==> src/rtl/core/spectrum_peak_region_finder_core_macros.svh <==
// assertion macros for the spectrum peak region finder core
// sampled on clk_i, disabled while rst_ni is low; empty when SYNTHESIS is set
`ifndef SPECTRUM_PEAK_REGION_FINDER_CORE_MACROS_SVH
`define SPECTRUM_PEAK_REGION_FINDER_CORE_MACROS_SVH
`ifndef SYNTHESIS
`define SPRF_ASSERT(lbl, prop, msg) \
  lbl: assert property (@(posedge clk_i) disable iff (!rst_ni) prop) else $error(msg);
`define SPRF_ASSERT_NEVER(lbl, cond, msg) \
  lbl: assert property (@(posedge clk_i) disable iff (!rst_ni) !(cond)) else $error(msg);
`else
`define SPRF_ASSERT(lbl, prop, msg)
`define SPRF_ASSERT_NEVER(lbl, cond, msg)
`endif
`endif

==> src/rtl/core/sprf_pkg.sv <==
// shared types and constants of the spectrum peak region finder
// used by every module of the core; no dependencies
`default_nettype none

package sprf_pkg;

  localparam int Rounds      = 5;
  localparam int MaxChannels = 16384;
  localparam int RateBits    = 24;
  localparam int Taps        = 6;
  localparam int CountW      = $clog2(MaxChannels + 1);
  localparam int ChanW       = $clog2(MaxChannels);
  localparam int DiffW       = RateBits + 1;
  localparam int SecondW     = RateBits + 3;
  localparam int SmoothW     = 44;
  localparam int ScanStart   = 6 * Rounds + 3;
  localparam int FindOffset  = 3 * Rounds + 3;
  localparam int EndOffset   = 3 * Rounds + 2;

  typedef struct packed {
    logic [RateBits-1:0] ref_rate;
    logic [RateBits-1:0] bg_rate;
    logic                last_channel;
  } sprf_in_t;

  typedef struct packed {
    logic [ChanW-1:0] region_channel;
    logic             region_is_max;
    logic             region_present;
    logic             end_of_spectrum;
  } sprf_out_t;

  // one channel travelling down the cell chain
  typedef struct packed {
    logic                      valid;
    logic                      skip;
    logic                      last;
    logic [ChanW-1:0]          chan;
    logic signed [SmoothW-1:0] smooth;
    logic signed [SmoothW-1:0] pad;
  } sprf_tok_t;

endpackage

`default_nettype wire

==> src/rtl/core/spectrum_peak_region_finder_core.sv <==
// Spectrum peak region finder: Mariscotti style second difference peak search.
// Input channel: one spectrum channel per transaction (ref_rate, bg_rate, last_channel),
// valid/stall handshake. Output channel: one region find or end marker per transaction.
// A channel flows through a front cell (net rate and second difference), a chain of five
// box sum cells and a scan stage; every stage moves one place per clock unless stalled.
// Throughput: one channel per clock unless stalled; if the last channel yields a find
// and the end marker, the chain holds until the find leaves the two-entry register.
// A find reports channel index minus 18; the end marker closes the spectrum and the
// core starts the next spectrum from a clean state.
// Reset clears all history, running sums and scan state; no item is lost or repeated.
// When the receiver stalls a waiting result, the whole chain holds and in_stall_o rises
// in the same cycle, so upstream waits until the waiting result is taken.
// Depends on sprf_pkg, sprf_front, sprf_box_cell, sprf_scan and the macros header.
`default_nettype none
`include "spectrum_peak_region_finder_core_macros.svh"

module spectrum_peak_region_finder_core
  import sprf_pkg::*;
(
  input  logic      clk_i,
  input  logic      rst_ni,
  input  logic      in_valid_i,
  output logic      in_stall_o,
  input  sprf_in_t  in_data_i,
  output logic      out_valid_o,
  input  logic      out_stall_i,
  output sprf_out_t out_data_o
);

  sprf_tok_t tok [Rounds+1];
  logic      en;

  sprf_front u_front (
    .clk_i      (clk_i),
    .rst_ni     (rst_ni),
    .en_i       (en),
    .in_valid_i (in_valid_i),
    .in_data_i  (in_data_i),
    .tok_o      (tok[0])
  );

  for (genvar r = 0; r < Rounds; r++) begin : g_cell
    sprf_box_cell u_cell (
      .clk_i  (clk_i),
      .rst_ni (rst_ni),
      .en_i   (en),
      .tok_i  (tok[r]),
      .tok_o  (tok[r+1])
    );
  end

  sprf_scan u_scan (
    .clk_i       (clk_i),
    .rst_ni      (rst_ni),
    .tok_i       (tok[Rounds]),
    .en_o        (en),
    .out_valid_o (out_valid_o),
    .out_stall_i (out_stall_i),
    .out_data_o  (out_data_o)
  );

  assign in_stall_o = ~en;

  `SPRF_ASSERT(a_stall_needs_result, in_stall_o |-> out_valid_o, "input stalled with no result waiting")
  `SPRF_ASSERT(a_empty_is_end, out_valid_o && !out_data_o.region_present |-> out_data_o.end_of_spectrum, "result without region is not an end marker")
  `SPRF_ASSERT(a_max_shape, out_valid_o && out_data_o.region_is_max |-> out_data_o.region_present && !out_data_o.end_of_spectrum, "maximum on an end marker or without region")
  `SPRF_ASSERT(a_chan_floor, out_valid_o && out_data_o.region_present |-> out_data_o.region_channel >= ChanW'(3 * Rounds), "region channel below the smoothing offset")

endmodule

`default_nettype wire

==> src/rtl/core/sprf_front.sv <==
// front cell: background subtraction, second difference and channel counting
// depends on sprf_pkg
`default_nettype none

module sprf_front
  import sprf_pkg::*;
(
  input  logic      clk_i,
  input  logic      rst_ni,
  input  logic      en_i,
  input  logic      in_valid_i,
  input  sprf_in_t  in_data_i,
  output sprf_tok_t tok_o
);

  logic [CountW-1:0]        count_q, count_d;
  logic signed [DiffW-1:0]  h0_q, h0_d, h1_q, h1_d;
  logic signed [DiffW-1:0]  x;
  logic signed [SecondW-1:0] second;
  logic                     overflow, take;
  logic                     valid_q;
  sprf_tok_t                tok_d, tok_q;

  assign overflow = count_q >= CountW'(MaxChannels);
  assign take     = en_i & in_valid_i;
  assign x        = signed'({1'b0, in_data_i.ref_rate}) - signed'({1'b0, in_data_i.bg_rate});

  always_comb begin
    if (count_q < CountW'(2)) begin
      second = '0;
    end else begin
      second = ({{(SecondW-DiffW){h0_q[DiffW-1]}}, h0_q} <<< 1)
             - {{(SecondW-DiffW){h1_q[DiffW-1]}}, h1_q}
             - {{(SecondW-DiffW){x[DiffW-1]}}, x};
    end
  end

  always_comb begin
    count_d = count_q;
    h0_d    = h0_q;
    h1_d    = h1_q;
    if (take) begin
      if (in_data_i.last_channel) begin
        count_d = '0;
        h0_d    = '0;
        h1_d    = '0;
      end else if (!overflow) begin
        count_d = count_q + CountW'(1);
        h1_d    = h0_q;
        h0_d    = x;
      end
    end
  end

  always_comb begin
    // overflowed channels only travel on when they close the spectrum
    tok_d.valid  = in_valid_i & (~overflow | in_data_i.last_channel);
    tok_d.skip   = overflow;
    tok_d.last   = in_data_i.last_channel;
    tok_d.chan   = count_q[ChanW-1:0];
    tok_d.smooth = {{(SmoothW-SecondW){second[SecondW-1]}}, second};
    tok_d.pad    = '0;
  end

  always_ff @(posedge clk_i or negedge rst_ni) begin
    if (!rst_ni) begin
      count_q <= '0;
      h0_q    <= '0;
      h1_q    <= '0;
      valid_q <= 1'b0;
    end else begin
      count_q <= count_d;
      h0_q    <= h0_d;
      h1_q    <= h1_d;
      if (en_i) begin
        valid_q <= tok_d.valid;
      end
    end
  end

  always_ff @(posedge clk_i) begin
    if (en_i) begin
      tok_q <= tok_d;
    end
  end

  always_comb begin
    tok_o       = tok_q;
    tok_o.valid = valid_q;
  end

endmodule

`default_nettype wire

==> src/rtl/core/sprf_box_cell.sv <==
// one 7-tap box sum round of the smoothing chain, with running sum
// depends on sprf_pkg
`default_nettype none

module sprf_box_cell
  import sprf_pkg::*;
(
  input  logic      clk_i,
  input  logic      rst_ni,
  input  logic      en_i,
  input  sprf_tok_t tok_i,
  output sprf_tok_t tok_o
);

  logic signed [SmoothW-1:0] win_q [Taps];
  logic signed [SmoothW-1:0] sum_q;
  logic signed [SmoothW-1:0] sum, sum_next, pad;
  logic                      valid_q;
  logic                      update;
  sprf_tok_t                 tok_d, tok_q;

  assign sum      = sum_q + tok_i.smooth;
  assign sum_next = sum - win_q[Taps-1];
  // running sum of the following rounds with a zero input, kept for the end padding
  assign pad      = tok_i.pad + sum_next;
  assign update   = en_i & tok_i.valid;

  always_comb begin
    tok_d        = tok_i;
    tok_d.smooth = sum;
    tok_d.pad    = pad;
  end

  always_ff @(posedge clk_i or negedge rst_ni) begin
    if (!rst_ni) begin
      sum_q   <= '0;
      valid_q <= 1'b0;
      for (int i = 0; i < Taps; i++) begin
        win_q[i] <= '0;
      end
    end else begin
      if (en_i) begin
        valid_q <= tok_i.valid;
      end
      if (update) begin
        if (tok_i.last) begin
          sum_q <= '0;
          for (int i = 0; i < Taps; i++) begin
            win_q[i] <= '0;
          end
        end else if (!tok_i.skip) begin
          sum_q    <= sum_next;
          win_q[0] <= tok_i.smooth;
          for (int i = 1; i < Taps; i++) begin
            win_q[i] <= win_q[i-1];
          end
        end
      end
    end
  end

  always_ff @(posedge clk_i) begin
    if (en_i) begin
      tok_q <= tok_d;
    end
  end

  always_comb begin
    tok_o       = tok_q;
    tok_o.valid = valid_q;
  end

endmodule

`default_nettype wire

==> src/rtl/core/sprf_scan.sv <==
// extremum scan of the smoothed stream and the two-entry result register
// depends on sprf_pkg; drives the chain enable
`default_nettype none

module sprf_scan
  import sprf_pkg::*;
(
  input  logic      clk_i,
  input  logic      rst_ni,
  input  sprf_tok_t tok_i,
  output logic      en_o,
  output logic      out_valid_o,
  input  logic      out_stall_i,
  output sprf_out_t out_data_o
);

  logic signed [SmoothW-1:0] prev_q;
  logic                      seek_max_q;
  logic                      live, scanned, find_min, find_max, find, is_end;
  logic                      seek_new, end_found;
  sprf_out_t                 res_find, res_end, r0;
  logic                      r0_valid, r1_valid;
  logic                      out_valid_q, second_valid_q;
  sprf_out_t                 out_q, second_q;

  assign live     = tok_i.valid & ~tok_i.skip;
  assign scanned  = live & (tok_i.chan >= ChanW'(ScanStart));
  assign find_min = scanned & ~seek_max_q & (prev_q < tok_i.smooth);
  assign find_max = scanned & seek_max_q & (prev_q > tok_i.smooth);
  assign find     = find_min | find_max;
  assign seek_new = find_min | (seek_max_q & ~find_max);
  assign is_end   = tok_i.valid & tok_i.last;
  // trailing minimum against the zero padded next value
  assign end_found = scanned & tok_i.last & ~seek_new & (tok_i.smooth > tok_i.pad);

  always_comb begin
    res_find.region_channel  = tok_i.chan - ChanW'(FindOffset);
    res_find.region_is_max   = find_max;
    res_find.region_present  = 1'b1;
    res_find.end_of_spectrum = 1'b0;
    res_end.region_channel   = end_found ? tok_i.chan - ChanW'(EndOffset) : '0;
    res_end.region_is_max    = 1'b0;
    res_end.region_present   = end_found;
    res_end.end_of_spectrum  = 1'b1;
    r0       = find ? res_find : res_end;
    r0_valid = find | is_end;
    r1_valid = find & is_end;
  end

  assign en_o = ~out_valid_q | (~out_stall_i & ~second_valid_q);

  always_ff @(posedge clk_i or negedge rst_ni) begin
    if (!rst_ni) begin
      prev_q         <= '0;
      seek_max_q     <= 1'b0;
      out_valid_q    <= 1'b0;
      second_valid_q <= 1'b0;
    end else begin
      if (en_o) begin
        out_valid_q    <= r0_valid;
        second_valid_q <= r1_valid;
        if (is_end) begin
          prev_q     <= '0;
          seek_max_q <= 1'b0;
        end else if (live) begin
          prev_q     <= tok_i.smooth;
          seek_max_q <= seek_new;
        end
      end else if (!out_stall_i) begin
        // first transaction taken, the end marker moves up
        out_valid_q    <= second_valid_q;
        second_valid_q <= 1'b0;
      end
    end
  end

  always_ff @(posedge clk_i) begin
    if (en_o) begin
      out_q    <= r0;
      second_q <= res_end;
    end else if (!out_stall_i) begin
      out_q <= second_q;
    end
  end

  assign out_valid_o = out_valid_q;
  assign out_data_o  = out_q;

endmodule

`default_nettype wire

==> config.mk <==
export PLATFORM = sky130hd
export DESIGN_NAME = spectrum_peak_region_finder_core
export DESIGN_NICKNAME = d
export VERILOG_FILES = /design/src/rtl/core/sprf_pkg.sv /design/src/rtl/core/spectrum_peak_region_finder_core.sv /design/src/rtl/core/sprf_front.sv /design/src/rtl/core/sprf_box_cell.sv /design/src/rtl/core/sprf_scan.sv
export VERILOG_INCLUDE_DIRS = /design/src /design/src/rtl/core
export SDC_FILE = /design/constraint.sdc
export NUM_CORES = 2
export LEC_CHECK = 0
export BUFFER_PORTS_ARGS = -buffer_cell sky130_fd_sc_hd__buf_2
export CAP_MARGIN = 20
export CORE_UTILIZATION = 34
export DETAILED_ROUTE_END_ITERATION = 6
export GPL_TIMING_DRIVEN = 0
export PLACE_DENSITY = 0.56
export RECOVER_POWER = 50
export SLEW_MARGIN = 10
export SYNTH_ARGS = -nofsm -noshare
export SYNTH_HDL_FRONTEND = slang
export SYNTH_SLANG_ARGS = --single-unit
export TNS_END_PERCENT = 5
==> constraint.sdc <==
create_clock -name clk_i -period 25 [get_ports clk_i]
set_input_delay 3.75 -clock clk_i [delete_from_list [all_inputs] [get_ports clk_i]]
set_output_delay 3.75 -clock clk_i [all_outputs]
set_load 0.005 [all_outputs]
==> reports/results.txt <==
Failing checks: capacitance limit, slew limit
Clk_lat worst skew: 920 ps
Final setup fails: 0
Gpl congestion: 0.918
Final hold vios: 0
Syn. warnings: 0
Final max-slew violation count: 655
Clock slew seen by the registers of the worst setup and hold paths: 60 ps
Via count: 87723
EDFF count, synth: 595
CP Launch Type: input port
Num rows: 215
Sequential Area: 0.0568 mm²
Total grt overflow: 0
Rel. slew slack: -413%
Crit path max-delay family: buffers and inverters
#FFs+latches synth: 2151
CP most frequent cell: clkbuf_1
Vias per inst: 5.10
Clock root cell: clkbuf_16
Gr usage total: 19.3%
Initial core utilization: 34.2%
Routed length per instance: 19.8 µm
Setup Fix Bufs, Post-CTS: 0
Register area share after synthesis: 48.4%
Worst path max stage delay: 5610 ps
Crit. path cell count: 2
Worst setup endpoint: g_cell[1].u_cell.win_q[103]$_DFFE_PN0P_
DP HPWL: 265000 µm
Setup crit start: rst_ni
DRT Wirelength: 340000 µm
Crit. End Element: async pin
Final ANT Viol Nets: 0
Initial antenna violation count: 12
Crit path max fanout: 149
DRT Pass-1 Iters: 6
Detailed-route DRC error count: 0
CP max-delay cell: clkbuf_1
Worst r2r path cells: 31
Die area: 0.347 mm²
Synthesized area: 0.117 mm²
Fmax: 66.2 MHz
Nets@finish: 13307
Unrepaired setup endpoints after global routing: false
H-tree depth: 4
# clock sinks: 2151
IO Pins: 72
Area of the multi-input gates: 0.0564 mm²
Least-Margin Pin Slew: 7700 ps
Mapped Cells: 12110
Yosys top cell area share: 33.2%
Core Footprint: 0.343 mm²
Outcome: finished, violations left
Layout fillers: 34683
WP buf/inv: 2
CTS tree: done
Cts bufs inserted: 237
R2r endpoint: g_cell[3].u_cell.tok_o[43]$_DFFE_PN_
Max_cap viols: 12
Die width: 589 µm
Ranking of synthesized cells by area: dfrtp_1 (33%), edfxtp_1 (15%), ha_1 (8.1%)
Clk buf depth: 4
Post-synth top area cell: dfrtp_1
R2R Setup Slk: 15500 ps
CTS resizes: 0
Cts hold-fix bufs: 0
Async SR Flop Fraction: 72.3%
Final Critical Period: 15110 ps
Vias in the first global route: 85851
CP arrival: 14180 ps
Synth Area per Inst: 9.69 µm²
Critical-path cell list: clkbuf_1 -> clkbuf_1
Share of cells above drive strength 1: 4.21%
Post-synthesis cell type count: 90
Syn Nets: 12964
Die height: 589 µm
Predominant post-synthesis flop cell: dfrtp_1
Clock skew: 70.8 ps
Largest net degree at the start of global routing: 152
Class of the most critical setup path: in -> async
Req. time, crit path: 24070 ps
Final worst path period share: 60.4%
Setup_tns: 0 ps
PortBufs: 71
Synth-to-Final Area Change: 12.3%
Worst hold path type: reg -> reg
DR iter-0 viols: 6582
Reg-to-Reg Start: g_cell[2].u_cell.tok_o[44]$_DFFE_PN_
Global-route wire length before repair: 521000 µm
==> final cells by class <==
type	count	share of cell area, %
Sequential cell	2151	43.1
Multi-Input combinational cell	8851	42.7
Clock buffer	329	5.20
Tap cell	4557	4.32
Inverter	557	1.59
Buffer	551	1.57
Clock inverter	104	0.815
Timing Repair Buffer	104	0.655
Antenna cell	5	0.00949
==> how the worst min path moves through the flow <==
| stage | cells past startpoint | startpoint | slack [ps] | endpoint |
|---|---|---|---|---|
| 2_1_floorplan | 0 | u_front.tok_o[100]$_DFFE_PN_ | 400 | g_cell[0].u_cell.tok_o[100]$_DFFE_PN_ |
| 3_3_place_gp | 0 | g_cell[2].u_cell.tok_o[94]$_DFFE_PN_ | 400 | g_cell[3].u_cell.tok_o[94]$_DFFE_PN_ |
| 3_5_place_dp | 0 | u_front.tok_o[95]$_DFFE_PN_ | 400 | g_cell[0].u_cell.tok_o[95]$_DFFE_PN_ |
| 4_1_cts | 0 | g_cell[1].u_cell.tok_o[89]$_DFFE_PN_ | 420 | g_cell[2].u_cell.tok_o[89]$_DFFE_PN_ |
| 5_1_grt | 0 | u_front.tok_o[98]$_DFFE_PN_ | 420 | g_cell[0].u_cell.tok_o[98]$_DFFE_PN_ |
| 6_report | 0 | g_cell[1].u_cell.tok_o[89]$_DFFE_PN_ | 410 | g_cell[2].u_cell.tok_o[89]$_DFFE_PN_ |
==> worst reg2reg max path, delay by kind of cell (launching register included) <==
family          cells  cell delay, ps
compound gates     15            4430
simple gates        9            2030
fa+ha+maj           4            1490
xor+xnor            3             740
flops               1             520
==> cell usage after synthesis, drive strengths merged, types with 11 or more instances <==
cell     number
a211o        19
clkbuf      532
inv         557
nor4         21
or2          25
a21o        399
a31o         19
o211ai       27
fa           40
nor2b        73
buf          19
a211oi       50
nand2      1650
a22o        208
or3          17
ha          761
o21ai      1603
and3         63
nand3       121
dfrtp      1556
xnor2       407
a31oi        62
a221oi       25
a21oi       607
and4         15
o31a         13
edfxtp      595
o41ai        14
xor2        218
nand4        87
o31ai        91
o2111ai      11
a2111oi      16
a311oi       14
a21boi       13
nor3         83
nor2        419
o21a         96
o21bai       97
and2         24
nand2b     1322
==> logic make-up after synthesis <==
kind of cell | Yosys count | synth area share [%]
AND/OR/NAND/NOR | 3951 | 16.5
adder cells (fa/ha/maj) | 801 | 8.80
buffers and inverters | 1108 | 3.54
flip-flops | 2151 | 48.4
AO/OA/AOI/OAI | 3465 | 17.9
multiplexers | 4 | 0.0363
XOR/XNOR | 630 | 4.77
==> per-stage QoR <==
stage               util, %  hold WS, ps  area, µm²  std cells  setup slack, ps
floorplan                 -          400     117000      12110             3550
global placement       36.0          400     123000      16738           -17050
detailed placement     36.2          405     124000      16771            15040
CTS                    38.5          417     132000      17204            15040
global route           38.4          419     132000      17204             7480
finish                 38.4          413     132000      17209             9890
==> layer usage <==
metal | wire length (µm) | track usage, % | vias to the layer above
met5 | 20 | 0 | -
met4 | 8910 | 4.96 | 2
met3 | 16000 | 2.41 | 451
met2 | 154000 | 30.6 | 1724
met1 | 161000 | 27.7 | 42726
li1 | - | - | 42820
==> flip-flops by register name, summed over array words and instances (netlist names) <==
register / cells
g_cell.u_cell.win_q: 1218
g_cell.u_cell.tok_o: 520
g_cell.u_cell.sum_q: 220
u_scan.prev_q: 44
u_front.tok_o: 43
u_front.h0_q: 25
u_front.h1_q: 25
u_scan.out_data_o: 17
u_front.count_q: 15
u_scan.second_q: 15
g_cell.u_cell.valid_q: 5
u_front.valid_q: 1
u_scan.out_valid_o: 1
u_scan.second_valid_q: 1
u_scan.seek_max_q: 1
==> layout by cell type, fill, tap and decap left out, types with 40 or more instances in the layout <==
| cell type | n |
|---|---|
| a21o_1 | 399 |
| nand2b_1 | 1322 |
| o21ai_0 | 1600 |
| ha_1 | 761 |
| a31oi_1 | 62 |
| nor2_1 | 419 |
| a21oi_1 | 606 |
| xor2_1 | 217 |
| inv_1 | 557 |
| o21bai_1 | 96 |
| xnor2_1 | 407 |
| and3_1 | 62 |
| o21a_1 | 96 |
| nand2_1 | 1649 |
| o31ai_1 | 90 |
| nor3_1 | 83 |
| clkbuf_1 | 599 |
| nand4_1 | 87 |
| buf_2 | 62 |
| a22o_1 | 208 |
| edfxtp_1 | 595 |
| fa_1 | 40 |
| nand3_1 | 121 |
| clkbuf_16 | 247 |
| dfrtp_1 | 1556 |
| nor2b_1 | 73 |
| clkinv_2 | 49 |
| a211oi_1 | 50 |
Power is left out: the tool's default activity adds up to more than one toggle a clock period on the data nets, which glitch-free logic cannot reach.
